--- config.mk ---
export PLATFORM = sky130hd
export DESIGN_NAME = three_class_weighted_task_dispatcher
export DESIGN_NICKNAME = d
export VERILOG_FILES = /design/src/hdl/tctd_pkg.sv /design/src/hdl/tctd_front.sv /design/src/hdl/tctd_back.sv /design/src/hdl/three_class_weighted_task_dispatcher.sv
export SDC_FILE = /design/constraint.sdc
export NUM_CORES = 1
export LEC_CHECK = 0
export BUFFER_PORTS_ARGS = -buffer_cell sky130_fd_sc_hd__buf_2
export CAP_MARGIN = 20
export CORE_MARGIN = 4
export CORE_UTILIZATION = 35
export CTS_CLUSTER_SIZE = 10
export DETAILED_ROUTE_END_ITERATION = 10
export SLEW_MARGIN = 0
export SYNTH_ARGS = -nofsm -noshare
export SYNTH_HDL_FRONTEND = slang
export SYNTH_SLANG_ARGS = --single-unit
--- constraint.sdc ---
create_clock -name i_clk -period 6.1 [get_ports i_clk]
set_clock_uncertainty 0.2 [all_clocks]
set_input_delay 0 -clock i_clk [delete_from_list [all_inputs] [get_ports i_clk]]
set_output_delay 0 -clock i_clk [all_outputs]
set_load 0.1 [all_outputs]
--- src/hdl/tctd_pkg.sv ---
`timescale 1ns / 1ps

package tctd_pkg;

    localparam int QUEUE_DEPTH_DEF = 16;
    localparam int TAG_WIDTH_DEF   = 16;
    localparam int NUM_CLASSES     = 3;
    localparam int CLASS_W         = 2;
    localparam int LIMIT_W         = 4;
    localparam int CFG_IDX_W       = 1;
    localparam int CMD_DEPTH       = 2;

    localparam logic [LIMIT_W-1:0] HIGH_LIMIT_RST   = 4'd2;
    localparam logic [LIMIT_W-1:0] MIDDLE_LIMIT_RST = 4'd1;
    localparam logic [LIMIT_W-1:0] RUN_MAX          = 4'd15;

    typedef enum logic {
        OP_ENQUEUE  = 1'b0,
        OP_DISPATCH = 1'b1
    } t_op;

    typedef enum logic [CLASS_W-1:0] {
        CLS_HIGH   = 2'd0,
        CLS_MIDDLE = 2'd1,
        CLS_LOW    = 2'd2,
        CLS_NONE   = 2'd3
    } t_class;

    typedef enum logic [1:0] {
        ST_ENQUEUED   = 2'd0,
        ST_DROPPED    = 2'd1,
        ST_DISPATCHED = 2'd2,
        ST_EMPTY      = 2'd3
    } t_status;

    typedef enum logic [CFG_IDX_W-1:0] {
        CFG_HIGH_LIMIT   = 1'b0,
        CFG_MIDDLE_LIMIT = 1'b1
    } t_cfg_idx;

    typedef enum logic [1:0] {
        S_RUN   = 2'b01,
        S_FETCH = 2'b10
    } t_back_state;

    typedef struct packed {
        t_op    op;
        t_class cls;
    } t_cmd;

    function automatic int pad_bytes(input int bits);
        return ((bits + 7) / 8) * 8;
    endfunction

endpackage

--- src/hdl/tctd_front.sv ---
`timescale 1ns / 1ps

module tctd_front #(
    parameter int TAG_WIDTH = tctd_pkg::TAG_WIDTH_DEF,
    parameter int IN_W      = tctd_pkg::pad_bytes(TAG_WIDTH + tctd_pkg::CLASS_W)
) (
    input  logic                 i_clk,
    input  logic                 i_rst_n,
    input  logic                 s_axis_tvalid,
    output logic                 s_axis_tready,
    input  logic [IN_W-1:0]      s_axis_tdata,
    input  logic                 s_axis_tuser,
    output logic                 o_cmd_valid,
    input  logic                 i_cmd_pop,
    output tctd_pkg::t_cmd       o_cmd,
    output logic [TAG_WIDTH-1:0] o_cmd_tag
);
    import tctd_pkg::*;

    localparam int CMD_AW = (CMD_DEPTH > 1) ? $clog2(CMD_DEPTH) : 1;
    localparam int CMD_CW = $clog2(CMD_DEPTH + 1);

    t_cmd                 r_q_cmd [CMD_DEPTH];
    logic [TAG_WIDTH-1:0] r_q_tag [CMD_DEPTH];
    logic [CMD_AW-1:0]    r_wp, r_rp, n_wp, n_rp;
    logic [CMD_CW-1:0]    r_cnt, n_cnt;
    logic                 push;
    t_cmd                 n_cmd;

    // classify the incoming beat
    always_comb begin
        n_cmd.op  = t_op'(s_axis_tuser);
        n_cmd.cls = t_class'(s_axis_tdata[TAG_WIDTH +: CLASS_W]);
    end

    assign s_axis_tready = (r_cnt != CMD_CW'(CMD_DEPTH));
    assign push          = s_axis_tvalid && s_axis_tready;
    assign o_cmd_valid   = (r_cnt != '0);
    assign o_cmd         = r_q_cmd[r_rp];
    assign o_cmd_tag     = r_q_tag[r_rp];

    always_comb begin
        n_wp  = r_wp;
        n_rp  = r_rp;
        n_cnt = r_cnt;
        if (push) begin
            n_wp = (r_wp == CMD_AW'(CMD_DEPTH - 1)) ? '0 : r_wp + 1'b1;
        end
        if (i_cmd_pop) begin
            n_rp = (r_rp == CMD_AW'(CMD_DEPTH - 1)) ? '0 : r_rp + 1'b1;
        end
        if (push && !i_cmd_pop) begin
            n_cnt = r_cnt + 1'b1;
        end else if (!push && i_cmd_pop) begin
            n_cnt = r_cnt - 1'b1;
        end
    end

    always_ff @(posedge i_clk) begin
        if (!i_rst_n) begin
            r_wp  <= '0;
            r_rp  <= '0;
            r_cnt <= '0;
        end else begin
            r_wp  <= n_wp;
            r_rp  <= n_rp;
            r_cnt <= n_cnt;
        end
    end

    always_ff @(posedge i_clk) begin
        if (push) begin
            r_q_cmd[r_wp] <= n_cmd;
            r_q_tag[r_wp] <= s_axis_tdata[TAG_WIDTH-1:0];
        end
    end

endmodule

--- src/hdl/tctd_back.sv ---
`timescale 1ns / 1ps

module tctd_back #(
    parameter int QUEUE_DEPTH = tctd_pkg::QUEUE_DEPTH_DEF,
    parameter int TAG_WIDTH   = tctd_pkg::TAG_WIDTH_DEF,
    parameter int CNT_W       = $clog2(QUEUE_DEPTH + 1)
) (
    input  logic                            i_clk,
    input  logic                            i_rst_n,
    input  logic                            i_cfg_we,
    input  logic [tctd_pkg::CFG_IDX_W-1:0]  i_cfg_idx,
    input  logic [tctd_pkg::LIMIT_W-1:0]    i_cfg_data,
    input  logic                            i_cmd_valid,
    output logic                            o_cmd_pop,
    input  tctd_pkg::t_cmd                  i_cmd,
    input  logic [TAG_WIDTH-1:0]            i_cmd_tag,
    output logic                            o_res_valid,
    input  logic                            i_res_ready,
    output tctd_pkg::t_status               o_res_status,
    output logic [TAG_WIDTH-1:0]            o_res_tag,
    output tctd_pkg::t_class                o_res_class,
    output logic [CNT_W-1:0]                o_res_occ_high,
    output logic [CNT_W-1:0]                o_res_occ_middle,
    output logic [CNT_W-1:0]                o_res_occ_low
);
    import tctd_pkg::*;

    localparam int PTR_W = $clog2(QUEUE_DEPTH);

    t_back_state          r_state, n_state;
    logic [LIMIT_W-1:0]   r_hlim, r_mlim;
    logic [LIMIT_W-1:0]   r_hrun, r_mrun, n_hrun, n_mrun;
    logic [CNT_W-1:0]     r_cnt [NUM_CLASSES];
    logic [CNT_W-1:0]     n_cnt [NUM_CLASSES];
    logic [PTR_W-1:0]     r_wp  [NUM_CLASSES];
    logic [PTR_W-1:0]     n_wp  [NUM_CLASSES];
    logic [PTR_W-1:0]     r_rp  [NUM_CLASSES];
    logic [PTR_W-1:0]     n_rp  [NUM_CLASSES];
    logic [TAG_WIDTH-1:0] r_rd  [NUM_CLASSES];
    logic [NUM_CLASSES-1:0] we, re, nz, full;
    t_class               sel_cls, r_pend_cls, n_pend_cls;
    logic                 sel_ok, out_free, load_out, issue, enq_ok;

    logic                 r_out_valid;
    t_status              r_out_status, n_out_status;
    logic [TAG_WIDTH-1:0] r_out_tag, n_out_tag, fetch_tag;
    t_class               r_out_cls, n_out_cls;
    logic [CNT_W-1:0]     r_out_occ [NUM_CLASSES];
    logic [CNT_W-1:0]     n_out_occ [NUM_CLASSES];

    function automatic logic [PTR_W-1:0] adv(input logic [PTR_W-1:0] p);
        return (p == PTR_W'(QUEUE_DEPTH - 1)) ? '0 : p + 1'b1;
    endfunction

    function automatic logic [LIMIT_W-1:0] bump(input logic [LIMIT_W-1:0] r);
        return (r == RUN_MAX) ? RUN_MAX : r + 1'b1;
    endfunction

    always_comb begin
        for (int k = 0; k < NUM_CLASSES; k++) begin
            nz[k]   = (r_cnt[k] != '0);
            full[k] = (r_cnt[k] == CNT_W'(QUEUE_DEPTH));
        end
    end

    // weighted class pick
    always_comb begin
        sel_ok = 1'b1;
        priority if (nz[0] && ((r_hrun < r_hlim) || !nz[1] || !nz[2])) begin
            sel_cls = CLS_HIGH;
        end else if (nz[1] && ((r_mrun < r_mlim) || !nz[2])) begin
            sel_cls = CLS_MIDDLE;
        end else if (nz[2]) begin
            sel_cls = CLS_LOW;
        end else begin
            sel_cls = CLS_NONE;
            sel_ok  = 1'b0;
        end
    end

    always_comb begin
        unique case (r_pend_cls)
            CLS_HIGH:   fetch_tag = r_rd[0];
            CLS_MIDDLE: fetch_tag = r_rd[1];
            CLS_LOW:    fetch_tag = r_rd[2];
            default:    fetch_tag = '0;
        endcase
    end

    assign out_free = !r_out_valid || i_res_ready;

    always_comb begin
        n_state      = r_state;
        n_hrun       = r_hrun;
        n_mrun       = r_mrun;
        n_cnt        = r_cnt;
        n_wp         = r_wp;
        n_rp         = r_rp;
        n_pend_cls   = r_pend_cls;
        we           = '0;
        re           = '0;
        o_cmd_pop    = 1'b0;
        load_out     = 1'b0;
        issue        = 1'b0;
        enq_ok       = 1'b0;
        n_out_status = r_out_status;
        n_out_tag    = r_out_tag;
        n_out_cls    = r_out_cls;
        n_out_occ    = r_out_occ;
        unique case (r_state)
            S_RUN: begin
                if (i_cmd_valid && out_free) begin
                    o_cmd_pop = 1'b1;
                    if (i_cmd.op == OP_ENQUEUE) begin
                        for (int k = 0; k < NUM_CLASSES; k++) begin
                            if (i_cmd.cls == t_class'(CLASS_W'(k)) && !full[k]) begin
                                enq_ok   = 1'b1;
                                we[k]    = 1'b1;
                                n_cnt[k] = r_cnt[k] + 1'b1;
                                n_wp[k]  = adv(r_wp[k]);
                            end
                        end
                        load_out     = 1'b1;
                        n_out_status = enq_ok ? ST_ENQUEUED : ST_DROPPED;
                        n_out_tag    = '0;
                        n_out_cls    = CLS_HIGH;
                    end else if (sel_ok) begin
                        for (int k = 0; k < NUM_CLASSES; k++) begin
                            if (sel_cls == t_class'(CLASS_W'(k))) begin
                                re[k]    = 1'b1;
                                n_cnt[k] = r_cnt[k] - 1'b1;
                                n_rp[k]  = adv(r_rp[k]);
                            end
                        end
                        unique case (sel_cls)
                            CLS_HIGH: begin
                                n_hrun = bump(r_hrun);
                                n_mrun = '0;
                            end
                            CLS_MIDDLE: begin
                                n_mrun = bump(r_mrun);
                                n_hrun = '0;
                            end
                            default: begin
                                n_hrun = '0;
                                n_mrun = '0;
                            end
                        endcase
                        issue      = 1'b1;
                        n_pend_cls = sel_cls;
                        n_state    = S_FETCH;
                    end else begin
                        load_out     = 1'b1;
                        n_out_status = ST_EMPTY;
                        n_out_tag    = '0;
                        n_out_cls    = CLS_HIGH;
                    end
                    if (n_cnt[0] == '0 && n_cnt[1] == '0 && n_cnt[2] == '0) begin
                        n_hrun = '0;
                        n_mrun = '0;
                    end
                    n_out_occ = n_cnt;
                end
            end
            S_FETCH: begin
                if (out_free) begin
                    load_out     = 1'b1;
                    n_out_status = ST_DISPATCHED;
                    n_out_tag    = fetch_tag;
                    n_out_cls    = r_pend_cls;
                    n_out_occ    = r_cnt;
                    n_state      = S_RUN;
                end
            end
            default: begin
                n_state = S_RUN;
            end
        endcase
    end

    always_ff @(posedge i_clk) begin
        if (!i_rst_n) begin
            r_state     <= S_RUN;
            r_hlim      <= HIGH_LIMIT_RST;
            r_mlim      <= MIDDLE_LIMIT_RST;
            r_hrun      <= '0;
            r_mrun      <= '0;
            r_pend_cls  <= CLS_NONE;
            r_out_valid <= 1'b0;
            for (int k = 0; k < NUM_CLASSES; k++) begin
                r_cnt[k] <= '0;
                r_wp[k]  <= '0;
                r_rp[k]  <= '0;
            end
        end else begin
            r_state    <= n_state;
            r_hrun     <= n_hrun;
            r_mrun     <= n_mrun;
            r_pend_cls <= n_pend_cls;
            r_cnt      <= n_cnt;
            r_wp       <= n_wp;
            r_rp       <= n_rp;
            if (load_out) begin
                r_out_valid <= 1'b1;
            end else if (i_res_ready) begin
                r_out_valid <= 1'b0;
            end
            if (i_cfg_we) begin
                unique case (t_cfg_idx'(i_cfg_idx))
                    CFG_HIGH_LIMIT:   r_hlim <= i_cfg_data;
                    CFG_MIDDLE_LIMIT: r_mlim <= i_cfg_data;
                    default:          r_hlim <= r_hlim;
                endcase
            end
        end
    end

    always_ff @(posedge i_clk) begin
        if (load_out) begin
            r_out_status <= n_out_status;
            r_out_tag    <= n_out_tag;
            r_out_cls    <= n_out_cls;
            r_out_occ    <= n_out_occ;
        end
    end

    // one tag store per class
    for (genvar g = 0; g < NUM_CLASSES; g++) begin : g_store
        logic [TAG_WIDTH-1:0] r_mem [QUEUE_DEPTH];

        always_ff @(posedge i_clk) begin
            if (we[g]) begin
                r_mem[r_wp[g]] <= i_cmd_tag;
            end
            if (re[g]) begin
                r_rd[g] <= r_mem[r_rp[g]];
            end
        end
    end

    assign o_res_valid      = r_out_valid;
    assign o_res_status     = r_out_status;
    assign o_res_tag        = r_out_tag;
    assign o_res_class      = r_out_cls;
    assign o_res_occ_high   = r_out_occ[0];
    assign o_res_occ_middle = r_out_occ[1];
    assign o_res_occ_low    = r_out_occ[2];

`ifndef SYNTHESIS
    a_cnt_bound: assert property (@(posedge i_clk) disable iff (!i_rst_n)
        (r_cnt[0] <= CNT_W'(QUEUE_DEPTH)) && (r_cnt[1] <= CNT_W'(QUEUE_DEPTH))
        && (r_cnt[2] <= CNT_W'(QUEUE_DEPTH)))
        else $error("queue count beyond depth");

    a_run_clear: assert property (@(posedge i_clk) disable iff (!i_rst_n)
        (r_cnt[0] == '0 && r_cnt[1] == '0 && r_cnt[2] == '0)
        |-> (r_hrun == '0 && r_mrun == '0))
        else $error("run count left with all queues empty");

    a_fetch: assert property (@(posedge i_clk) disable iff (!i_rst_n)
        issue |=> (r_state == S_FETCH && r_pend_cls != CLS_NONE))
        else $error("dispatch without a fetch of a real class");

    a_pop: assert property (@(posedge i_clk) disable iff (!i_rst_n)
        o_cmd_pop |-> (i_cmd_valid && r_state == S_RUN))
        else $error("command taken from an empty queue");
`endif

endmodule

--- src/hdl/three_class_weighted_task_dispatcher.sv ---
`timescale 1ns / 1ps

// channel  | direction | tdata (low bit up)                          | tuser
// s_axis   | in        | task_tag, task_class                        | operation
// m_axis   | out       | out_tag, out_class, high/middle/low_occupancy | status
// cfg      | in        | i_cfg_we, i_cfg_idx (0 high limit, 1 middle limit), i_cfg_data
//
// a beat is registered in the two-entry command queue before the back end takes it
// enqueue and empty dispatch finish in S_RUN, so they run one beat a cycle unless m_axis stalls
// a dispatch that pops a tag goes through S_RUN and then S_FETCH, as the tag store read is registered
// reset (synchronous) empties the queues, clears run counts, limits go to 2 and 1
// a stalled result holds the back end; the command queue fills, then s_axis_tready drops

module three_class_weighted_task_dispatcher #(
    parameter int QUEUE_DEPTH = tctd_pkg::QUEUE_DEPTH_DEF,
    parameter int TAG_WIDTH   = tctd_pkg::TAG_WIDTH_DEF,
    parameter int CNT_W       = $clog2(QUEUE_DEPTH + 1),
    parameter int IN_W        = tctd_pkg::pad_bytes(TAG_WIDTH + tctd_pkg::CLASS_W),
    parameter int OUT_W       = tctd_pkg::pad_bytes(TAG_WIDTH + tctd_pkg::CLASS_W + 3 * CNT_W)
) (
    input  logic                           i_clk,
    input  logic                           i_rst_n,
    input  logic                           i_cfg_we,
    input  logic [tctd_pkg::CFG_IDX_W-1:0] i_cfg_idx,
    input  logic [tctd_pkg::LIMIT_W-1:0]   i_cfg_data,
    input  logic                           s_axis_tvalid,
    output logic                           s_axis_tready,
    input  logic [IN_W-1:0]                s_axis_tdata,  // task_tag, task_class
    input  logic                           s_axis_tuser,  // operation
    output logic                           m_axis_tvalid,
    input  logic                           m_axis_tready,
    output logic [OUT_W-1:0]               m_axis_tdata,  // out_tag, out_class, occupancies
    output logic [1:0]                     m_axis_tuser   // status
);
    import tctd_pkg::*;

    logic                 cmd_valid, cmd_pop;
    t_cmd                 cmd;
    logic [TAG_WIDTH-1:0] cmd_tag;
    t_status              res_status;
    logic [TAG_WIDTH-1:0] res_tag;
    t_class               res_class;
    logic [CNT_W-1:0]     occ_high, occ_middle, occ_low;

    tctd_front #(
        .TAG_WIDTH (TAG_WIDTH),
        .IN_W      (IN_W)
    ) u_front (
        .i_clk         (i_clk),
        .i_rst_n       (i_rst_n),
        .s_axis_tvalid (s_axis_tvalid),
        .s_axis_tready (s_axis_tready),
        .s_axis_tdata  (s_axis_tdata),
        .s_axis_tuser  (s_axis_tuser),
        .o_cmd_valid   (cmd_valid),
        .i_cmd_pop     (cmd_pop),
        .o_cmd         (cmd),
        .o_cmd_tag     (cmd_tag)
    );

    tctd_back #(
        .QUEUE_DEPTH (QUEUE_DEPTH),
        .TAG_WIDTH   (TAG_WIDTH),
        .CNT_W       (CNT_W)
    ) u_back (
        .i_clk            (i_clk),
        .i_rst_n          (i_rst_n),
        .i_cfg_we         (i_cfg_we),
        .i_cfg_idx        (i_cfg_idx),
        .i_cfg_data       (i_cfg_data),
        .i_cmd_valid      (cmd_valid),
        .o_cmd_pop        (cmd_pop),
        .i_cmd            (cmd),
        .i_cmd_tag        (cmd_tag),
        .o_res_valid      (m_axis_tvalid),
        .i_res_ready      (m_axis_tready),
        .o_res_status     (res_status),
        .o_res_tag        (res_tag),
        .o_res_class      (res_class),
        .o_res_occ_high   (occ_high),
        .o_res_occ_middle (occ_middle),
        .o_res_occ_low    (occ_low)
    );

    assign m_axis_tdata = OUT_W'({occ_low, occ_middle, occ_high, res_class, res_tag});
    assign m_axis_tuser = res_status;

endmodule

# [Word level (Yosys, flattened, before mapping)]
# Memory sizes are Yosys's and may differ from the RTL's. A register that Yosys moved wholly into a read port is not among the register bits.
# Index checks and enable logic that the tools add are counted.
[word_totals] regBits=99 ram_bits=854 inputBits=35 out_inout_bits=44 word_cells=250 mem_count=6
[classes] add_sub_neg=18 magnitude_cmp=2 eq_ne=25 n_mux=118 n_bitwise=2 reduce_logical=54
[mem_list] memory="u_back.g_store[0].r_mem" depth=16 word_bits=16 rd=1 rd_clocked_by_memory_dff=1 wr=1 line_no="tctd_back.sv:229" source="logic [TAG_WIDTH-1:0] r_mem [QUEUE_DEPTH];"
[mem_list] memory="u_back.g_store[1].r_mem" depth=16 word_bits=16 rd=1 rd_clocked_by_memory_dff=1 wr=1 line_no="tctd_back.sv:229"
[mem_list] memory="u_back.g_store[2].r_mem" depth=16 word_bits=16 rd=1 rd_clocked_by_memory_dff=1 wr=1 line_no="tctd_back.sv:229"
[mem_list] memory="u_back.r_rd" depth=3 word_bits=16 rd=3 rd_clocked_by_memory_dff=0 wr=1 line_no="tctd_back.sv:39" source="logic [TAG_WIDTH-1:0] r_rd [NUM_CLASSES];"
[mem_list] memory="u_front.r_q_tag" depth=2 word_bits=16 rd=1 rd_clocked_by_memory_dff=1 wr=1 line_no="tctd_front.sv:24" source="logic [TAG_WIDTH-1:0] r_q_tag [CMD_DEPTH];"
[mem_list] memory="u_front.r_q_cmd" depth=2 word_bits=3 rd=1 rd_clocked_by_memory_dff=1 wr=1 line_no="tctd_front.sv:23" source="t_cmd r_q_cmd [CMD_DEPTH];"
[ops] cell="$mux 16" n=6
[ops] cell="$mux 15" n=6
[ops] cell="$mux 4" n=22
[ops] cell="$pmux 16 s3" n=1
[ops] cell="$mux 1" n=46
[ops] cell="$mux 2" n=18
[ops] cell="$add 4x1->4 const B" n=8
[ops] cell="$eq 4x4->1 const B" n=8
[ops] cell="$pmux 16 s2" n=1
[ops] cell="$reduce_or 16->1" n=2
[ops] cell="$mux 5" n=6
[ops] cell="$pmux 15 s2" n=1
[ops] cell="$reduce_and 4->1" n=7
[ops] cell="$mux 3" n=7
[ops] cell="$reduce_and 5->1" n=4
[ops] cell="$add 5x1->5 const B" n=3
[ops] cell="$eq 5x5->1 const B" n=3
[ops] cell="$logic_not 5->1" n=3
[ops] cell="$reduce_bool 5->1" n=3
[ops] cell="$sub 5x1->5 const B" n=3
[ops] cell="$pmux 2 s2" n=3
[ops] cell="$reduce_bool 2->1" n=6
[ops] cell="$logic_and 1x1->1" n=11
[ops] cell="$eq 2x1->1 const B" n=4
[ops] cell="14 further kinds" n=37

# [Logic depth before layout (Yosys ltp)]
# Gate-level depths: netlist of run 1.
[depth] ltp_word=17 mapped_depth=14 depth_no_buf=12

# [Hierarchy]
# A second synthesis of run 1 with hierarchy kept.
[hier_totals] cells_unflattened=1906 area_unflattened_um2=37890.1
[by_module_without_submodules] module="tctd_back" instances=1 cells_per_inst=1815 area_each_um2=36222.2 seq_area_each_um2=26995.9
[by_module_without_submodules] module="tctd_front" instances=1 cells_per_inst=83 area_each_um2=1611.5 seq_area_each_um2=1241.2
[by_module_without_submodules] module="three_class_weighted_task_dispatcher" instances=1 cells_per_inst=8 area_each_um2=56.3 seq_area_each_um2=0.0

# [Worst setup path after synthesis of run 1]
# No wires, ideal clock.
[synth_path] path_kind="register to register" start="register u_back.r_cnt[5] in the netlist's numbering" end="register u_back.r_out_cls[0], in the netlist u_back.o_res_class[0] (enable)" setup_time_ns=0.375 t_arrival_ns=4.832 t_required_ns=5.525 slack_ns=0.693 path_stages_with_launch=9 path_buffers=0 period_less_slack_ns=5.407 cell_sequence="dfxtp_1 > inv_1 > ha_1 > nor4b_4 > a31oi_1 > nor2b_1 > nor2_1 > a2111oi_0 > o211a_1"
[synth_between] elab_chain_cells=11 elab_cells_between_ends=14 classes_between="eq/ne (1); mux (6); reduce/logical (7)"
[synth_lines] item="from (decl)" line_no="tctd_back.sv:33" source="logic [CNT_W-1:0] r_cnt [NUM_CLASSES];"
[synth_lines] item="from (signal assigned)" line_no="tctd_back.sv:200" source="r_cnt <= n_cnt;"
[synth_lines] item="$reduce_bool 5->1 *" line_no="tctd_back.sv:61" source="nz[k] = (r_cnt[k] != '0);"
[synth_lines] item="$logic_not 1->1" line_no="tctd_back.sv:69" source="priority if (nz[0] && ((r_hrun < r_hlim) || !nz[1] || !nz[2])) begin"
[synth_lines] item="$logic_or 1x1->1 (2 in series)" line_no="tctd_back.sv:69"
[synth_lines] item="$logic_and 1x1->1" line_no="tctd_back.sv:69"
[synth_lines] item="$mux 1 *" line_no="tctd_back.sv:69"
[synth_lines] item="$mux 1" line_no="tctd_back.sv:127" source="end else if (sel_ok) begin"
[synth_lines] item="$mux 1" line_no="tctd_back.sv:114" source="if (i_cmd.op == OP_ENQUEUE) begin"
[synth_lines] item="$mux 1" line_no="tctd_back.sv:112" source="if (i_cmd_valid && out_free) begin"
[synth_lines] item="$pmux 1 s2" line_no="tctd_back.sv:110" source="unique case (r_state)"
[synth_lines] item="$reduce_and 5->1 (no source line) *"
[synth_lines] item="to (signal assigned)" line_no="tctd_back.sv:222" source="r_out_cls <= n_out_cls;"
[synth_lines] item="to (decl)" line_no="tctd_back.sv:47" source="t_class r_out_cls, n_out_cls;"
# Mark *: on every way between the ends. The rest lies on a longest branch, timed or not.
# A chain may end at the register's enable or synchronous reset.

==> impl_results.md, run 1 <==
* WHS Endpoint: u_back.r_state[0]
* Core area at roughly 0.11 mm2
* Placed cell areas at 0.0399 mm2
* Vias in the first global route at 18,900
* Post-route minimum period at 4.31 ns
* Most frequent cells in the layout: 889 x edfxtp_1, 240 x mux4_2, 110 x clkbuf_16
* Worst slew pin tran at 1.15 ns
* RR Endpoint: u_back.g_store[0].r_mem[6][5]
* Leakage Power at 13.7 nW
* WP data arrival at 4.36 ns
* Synthesized instance count at 1,883
* Period utilisation layout at 0.706
* Worst setup path class: flop to flop
* Crit-path cells: nor4b_2 -> o32ai_1 -> clkbuf_2 -> nor2_1 -> nand2_1 -> nor2_1 -> and2_1
* Routed Antenna Nets at 0
* Number of synthesized register bits at 966
* Final Power at 18.4 mW
* Ys async rst share at 0
* Die Height at 337 um
* CP Buf/Inv Count at 1
* Final Hold Vio Count at 0
* Detail Placement HPWL at 50.9 mm
* Slew headroom at 0.236
* CP Max Fanout at 26
* Combinational share of power at 0.221
* Synth top area share at 0.705
* Most common cell after layout, fill and taps aside: edfxtp_1
* Layout area overhead at 15.5%
* Sw Pwr at 5.72 mW
* Ranking of synthesized cells by area: edfxtp_1 70%, mux4_2 14%, dfxtp_1 4.1%
* Crit path max-delay family: simple AND/OR/NAND/NOR gates
* Clock transition at path regs at around 0.060 ns
* CP most frequent cell: nor2_1
* Crit start category: flop
* Top_reg_cell synth: edfxtp_1
* Worst hold path type: primary input to flop
* Power share of the sequential group at 0.465
* Largest net degree at the start of global routing at 53
* CTS tree: done
* Die width at 337 um
* CTS Buf Count at 108
* Fill cells at 9,353
* Final max-slew violation count at 0
* Die area at 0.114 mm2
* Clk root buf: clkbuf_16
* Post-synthesis sequential area ratio at 0.745
* Max_cap viols at 0
* Register-to-Register Path Depth at 7
* Cell taking the most area after synthesis: edfxtp_1
* WHS Path Cells at 3
* Clk_lat worst skew at 0.65 ns
* Final GP Congestion at 0.808
* Antenna cells at 0
* Drt first-iter violations at between 1,500 and 2,000
* Critical Path End Type: flop
* Clock power share at 0.313
* Final nets at 2,144
* Mapped Area at 0.0379 mm2
* Req. time, crit path at roughly 6.2 ns
* Final instance area at 0.0438 mm2
* RSZ-0062 raised after global routing: false
* Routed WL at 84.3 mm
* PortBufs at 65
* Grt ovf at 0
* Status: complete, no violations
* P_int at approximately 13 mW
* R2R setup slack at 1.79 ns
* Sw frac at 0.311
* Max Fclk at 232 MHz
* Total Negative Setup Slacks at 0 ns
* Mean post-synth cell area at 20.1 um2
* Maximum resistive drop on vdd at 233 uV
* Vias at 18,500
* Clock Sinks at around 970
* Std-Cell Rows at 120
* Residual DRC count at 0
* Detailed-router iteration count before antenna repair at 6
* First-pass GRT wire length at roughly 120 mm
* Endpoints failing setup at 0
* Share of cells above drive strength 1 at 0.243
* Synth Warn # at 0
* CP max stage cell: dfxtp_1
* IO Count at 79
* Starting density of the core at 0.353
* H-tree Lvls at 3
* CP peak stage delay at between 1 and 1.5 ns
* P per Cell Area at 419 mW/mm2
* All-Layer GR Usage at 0.148
* EDFF count, synth at 889
* WL per Instance at 23.7 um
* Number of library cell types mapped by synthesis at 70
* Vias per cell at 5.21
* Hold Startpoint: i_rst_n
* Clock Tree Buf Depth at 3
* Antenna violations before repair at 3
timing repair:
| action | in CTS | in global routing |
|---|---|---|
| resized for setup | 0 | 0 |
| buffers inserted | 0 | 0 |
| hold endpoints to repair | 121 | 0 |
| hold buffers | 61 | 0 |
cell usage after synthesis (all sizes together), types with 4 or more instances:
library cell / n
mux4: 240
ha: 35
mux2: 20
mux2i: 29
nor4: 6
nor2: 74
nand2: 72
clkbuf: 54
xnor2: 13
nand3: 15
o21ai: 31
and3: 6
and2: 52
a211oi: 7
nand4: 6
buf: 44
nand2b: 8
dfxtp: 77
a31oi: 13
or3: 7
a21oi: 40
nor3b: 4
o211ai: 4
o32ai: 5
inv: 33
nand3b: 5
nor4b: 6
xor2: 15
o41ai: 5
edfxtp: 889
o22ai: 15
nor3: 14
logic make-up (layout without fill, tap and decap cells):
kind of cell             Yosys count  count (layout)  share of synthesized area
flip-flops                       966             966                      0.745
multiplexers                     289             289                      0.156
AND/OR/NAND/NOR                  285             285                     0.0394
AO/OA/AOI/OAI                    147             147                     0.0260
buffers and inverters            132             393                     0.0148
adder cells (fa/ha/maj)           35              35                     0.0116
XOR/XNOR                          28              28                    0.00647
other                              1               7                  0.0000990
through the flow:
| step | worst slack, ns | cells | utilization | hold WS, ns |
|---|---|---|---|---|
| after global placement | 1.93 | 3296 | 0.372 | -0.00819 |
| after global routing | 1.47 | 3553 | 0.408 | 0.0597 |
| final | 1.79 | 3553 | 0.408 | 0.0437 |
| after floorplan | 0.693 | 1889 | - | -0.101 |
| after CTS | 1.80 | 3544 | 0.407 | 0.0101 |
| after detailed placement | 1.81 | 3297 | 0.372 | -0.00655 |
worst register-to-register path, stage by stage (launching register included):
cell      delay [ns]
dfxtp_1         1.01
nor4b_2         0.51
o32ai_1         0.23
clkbuf_2        0.22
nor2_1          0.58
nand2_1         0.18
nor2_1          0.23
and2_1          0.75
layout make-up:
| cell class | count | area, um2 | share of cell area |
|---|---|---|---|
| inverter | 34 | 128 | 0.00292 |
| sequential | 966 | 28300 | 0.645 |
| clock inverter | 10 | 77.6 | 0.00177 |
| clock buffer | 176 | 3010 | 0.0688 |
| multi-input combinational | 791 | 9150 | 0.209 |
| timing repair buffer | 173 | 1400 | 0.0320 |
| tap | 1403 | 1760 | 0.0401 |
registers in the layout (all words and copies together), names as in the netlist, 5 cells and up, named ones only:
name	cells
u_back.g_store.r_mem	768
u_back.o_res_occ_high	5
u_back.o_res_occ_low	5
u_back.o_res_occ_middle	5
u_back.o_res_tag	16
u_back.r_cnt	15
u_back.r_rd	48
u_back.r_rp	12
u_back.r_wp	12
u_front.r_q_cmd	6
u_front.r_q_tag	32
power groups by stage:
stage          Clock, mW  Combinational [mW]  Sequential (mW)
3_3_place_gp           0                3.89             8.68
6_report            5.75                4.06             8.54
3_5_place_dp           0                3.98             8.70
4_1_cts             5.88                4.02             8.57
2_1_floorplan          0                2.20             9.27
5_1_grt             6.16                4.33             8.61
per-layer routing:
metal  up-vias  global-route usage  routed length, um
met4         0              0.0377               1570
li1       8052                   -                  -
met2       571               0.239              40900
met1      9771               0.210              36800
met5         -                   0                  0
met3       107              0.0236               4990
worst max-delay path by stage:
stage	startpoint	endpoint	slack, ns	cells past startpoint
finish	flop	u_back.g_store[0].r_mem[6][5]	1.79	7
detailed placement	flop	u_back.g_store[0].r_mem[5][11]	1.81	6
CTS	flop	u_back.g_store[0].r_mem[5][4]	1.80	6
global route	flop	u_back.g_store[0].r_mem[4][4]	1.47	7
global placement	flop	u_back.g_store[0].r_mem[4][11]	1.93	6
floorplan	u_back.r_cnt[5]	u_back.o_res_class[0]	0.69	8
Note: power is estimated with default switching activity, not from simulation.
==> run 2: changes to the inputs <==
- ABC_AREA: unset -> 1
- clock period: 6.1 -> 4.35 ns (I/O delays scaled with it)
==> impl_results.md, run 2 <==
* Status: complete, no violations
* Most common cell after layout, fill and taps aside: edfxtp_1
* Max_cap viols at 0
* Die width at 344 um
* Synth cell count leaders: 889 x edfxtp_1, 322 x nand2_1, 312 x inv_1, 299 x o21ai_0, 249 x a21oi_1
* Clk root buf: clkbuf_16
* Sw frac at 0.328
* Adder-cell share of the synthesized area at 0.0111
* Mapped Area at a little under 0.04 mm2
* WP data arrival at between 3 and 4 ns
* Maximum resistive drop on vdd at between 400 and 500 uV
* Vias per cell at between 4 and 5
* Req. time, crit path at 4.69 ns
* Core area at 0.112 mm2
* Period utilisation layout at 0.768
* Hold buffer count at CTS at 59
* Antenna violations before repair at 0
* Residual DRC count at 0
* Area fraction in compound gates after synthesis at 0.111
* Drt first-iter violations at 2,056
* Vias in the first global route at about 23,000
* Clock Tree Buf Depth at 3
* Number of library cell types mapped by synthesis at 45
* RSZ-0062 raised after global routing: false
* Die area at 0.119 mm2
* Power share of the sequential group at 0.442
* Ys async rst share at 0
* EDFF count, synth at 889
* Cell with the most instances after synthesis: edfxtp_1
* Number of synthesized register bits at 966
* Post-Synth XOR/XNOR Area at 0.00398
* Detail Placement HPWL at 55.3 mm
* Worst hold path type: primary input to flop
* # Post-CTS Setup Buffers at 0
* All-Layer GR Usage at 0.157
* Final instance area at 0.0460 mm2
* CTS tree: done
* Final Hold Vio Count at 0
* Most frequent cells in the layout: 889 x edfxtp_1, 312 x inv_1, 306 x nand2_1
* Fill cells at between 10,000 and 15,000
* Endpoints failing setup at 0
* Cell taking the most area after synthesis: edfxtp_1
* Leakage Power at between 15 and 20 nW
* Synth Warn # at 0
* H-tree Lvls at 3
* Final GP Congestion at 0.830
* Worst setup path class: flop to flop
* Largest net degree at the start of global routing at ~80
* Layout area overhead at 16.0%
* Combinational share of power at 0.257
* Mux share of post-synthesis cell area at 0.0491
* Clock power share at 0.302
* Placed cell areas at 0.0420 mm2
* Vias at 23,900
* Simple-gate area share of the yosys netlist at 0.0637
* Routed WL at 94.6 mm
* Post-route minimum period at roughly 3.3 ns
* Starting density of the core at 0.353
* Sw Pwr at 8.83 mW
* Largest family of logic cells by synthesized area: compound AO/OA/AOI/OAI gates
* Slew headroom at 0.241
* Final nets at 3,298
* Worst slew pin tran at 1.14 ns
* Max Fclk at between 200 and 300 MHz
* Critical Path End Type: flop
* P_int at 18.1 mW
* Post-synthesis sequential area ratio at 0.713
* CP Max Fanout at 20
* Share of cells above drive strength 1 at 0.109
* Crit start category: flop
* Top_reg_cell synth: edfxtp_1
* Routed Antenna Nets at 0
* P per Cell Area at around 600 mW/mm2
* WL per Instance at a little under 20 um
* Std-Cell Rows at 123
* Total Negative Setup Slacks at 0 ns
* IO Count at slightly below 80
* Final Power at ~27 mW
* Clock Sinks at between 900 and 1,000
* PortBufs at 65
* CTS Buf Count at 108
* Grt ovf at 0
* Mean post-synth cell area at 13.0 um2
* Synth top area share at 0.674
* Detailed-router iteration count before antenna repair at 6
* Die Height at 344 um
* Synthesized instance count at between 3,000 and 4,000
* Clk_lat worst skew at 0.68 ns
* Ranking of synthesized cells by area: edfxtp_1 67%, mux2i_1 4.9%, dfxtp_1 3.9%
* Clock transition at path regs at roughly 0.05 ns
* Largest register FFs at about 770
* Final max-slew violation count at 0
* First-pass GRT wire length at roughly 140 mm
* Post-CTS Resized at 0
[run 2: cell count changes after synthesis, moves of 20 or more]
cell,previous run,this run
a21oi_1,37,249
mux4_2,240,0
mux2_2,20,0
inv_1,33,312
o21ai_0,25,299
nand3_1,15,119
o211ai_1,4,204
nand2_1,72,322
clkbuf_1,54,114
mux2i_1,28,192
and2_1,52,0
[run 2: power groups by stage]
stage / registers, mW / logic, mW / clock network, mW
final: 11.9 / 6.91 / 8.13
after CTS: 11.9 / 6.79 / 8.29
after floorplan: 12.6 / 4.13 / 0
after global routing: 12.0 / 7.59 / 8.72
after detailed placement: 12.1 / 6.72 / 0
after global placement: 12.1 / 6.66 / 0
[run 2: final cells by class]
cell class                      count  area (um2)  share of cell area
Sequential cell                   966       28300               0.615
Multi-Input combinational cell   1596        9540               0.208
Clock buffer                      173        2990              0.0650
Timing Repair Buffer              229        1970              0.0428
Tap cell                         1500        1880              0.0408
Inverter                          327        1230              0.0267
Clock inverter                      7         104             0.00226
Antenna cell                        1        2.50           0.0000544
[run 2: per-layer routing]
layer  global-route usage  vias up  wire length (um)
met3               0.0247      162              4850
met4               0.0464        0              2420
met1                0.217    11700             42500
met2                0.255      631             44900
met5                    0        -                 0
li1                     -    11400                 -
[run 2: worst paths after layout]
kind                                        from            endpoint  slack (ns)  depth (start not counted)
worst min-delay path               m_axis_tready  u_back.o_res_valid        0.07                          5
worst max register to register              flop      u_back.r_rp[3]        1.01                         13
worst max-delay path                        flop      u_back.r_rp[3]        1.01                         13
worst min register to register  u_back.r_hlim[3]    u_back.r_hlim[3]        0.27                          2
[run 2: through the flow]
step	hold slack, ns	utilization	setup slack [ns]	cells
2_1_floorplan	-0.101	-	0.844	3053
3_3_place_gp	-0.0110	0.374	1.02	4548
3_5_place_dp	-0.00651	0.374	1.00	4548
4_1_cts	0.0598	0.407	0.972	4787
5_1_grt	0.0990	0.409	0.626	4798
6_report	0.0686	0.409	1.01	4799
[run 2: critical path, stage by stage (launching register included)]
cell      delay (ns)
dfxtp_1         0.39
inv_2           0.30
nand2_1         0.09
nand2_1         0.29
buf_4           0.29
nand2_1         0.19
nor2_4          0.22
inv_2           0.16
nor2_2          0.15
buf_4           0.29
inv_1           0.17
nor2_1          0.15
o22ai_1         0.08
a211oi_1        0.24
[run 2: cells by family after synthesis]
family / after synthesis
xor gates and xnor gates: 18
adders and majority gates: 35
and+or+nand+nor: 576
other: 1
muxes: 193
buffers and inverters: 491
DFF: 966
AOI/OAI and AO/OA: 767
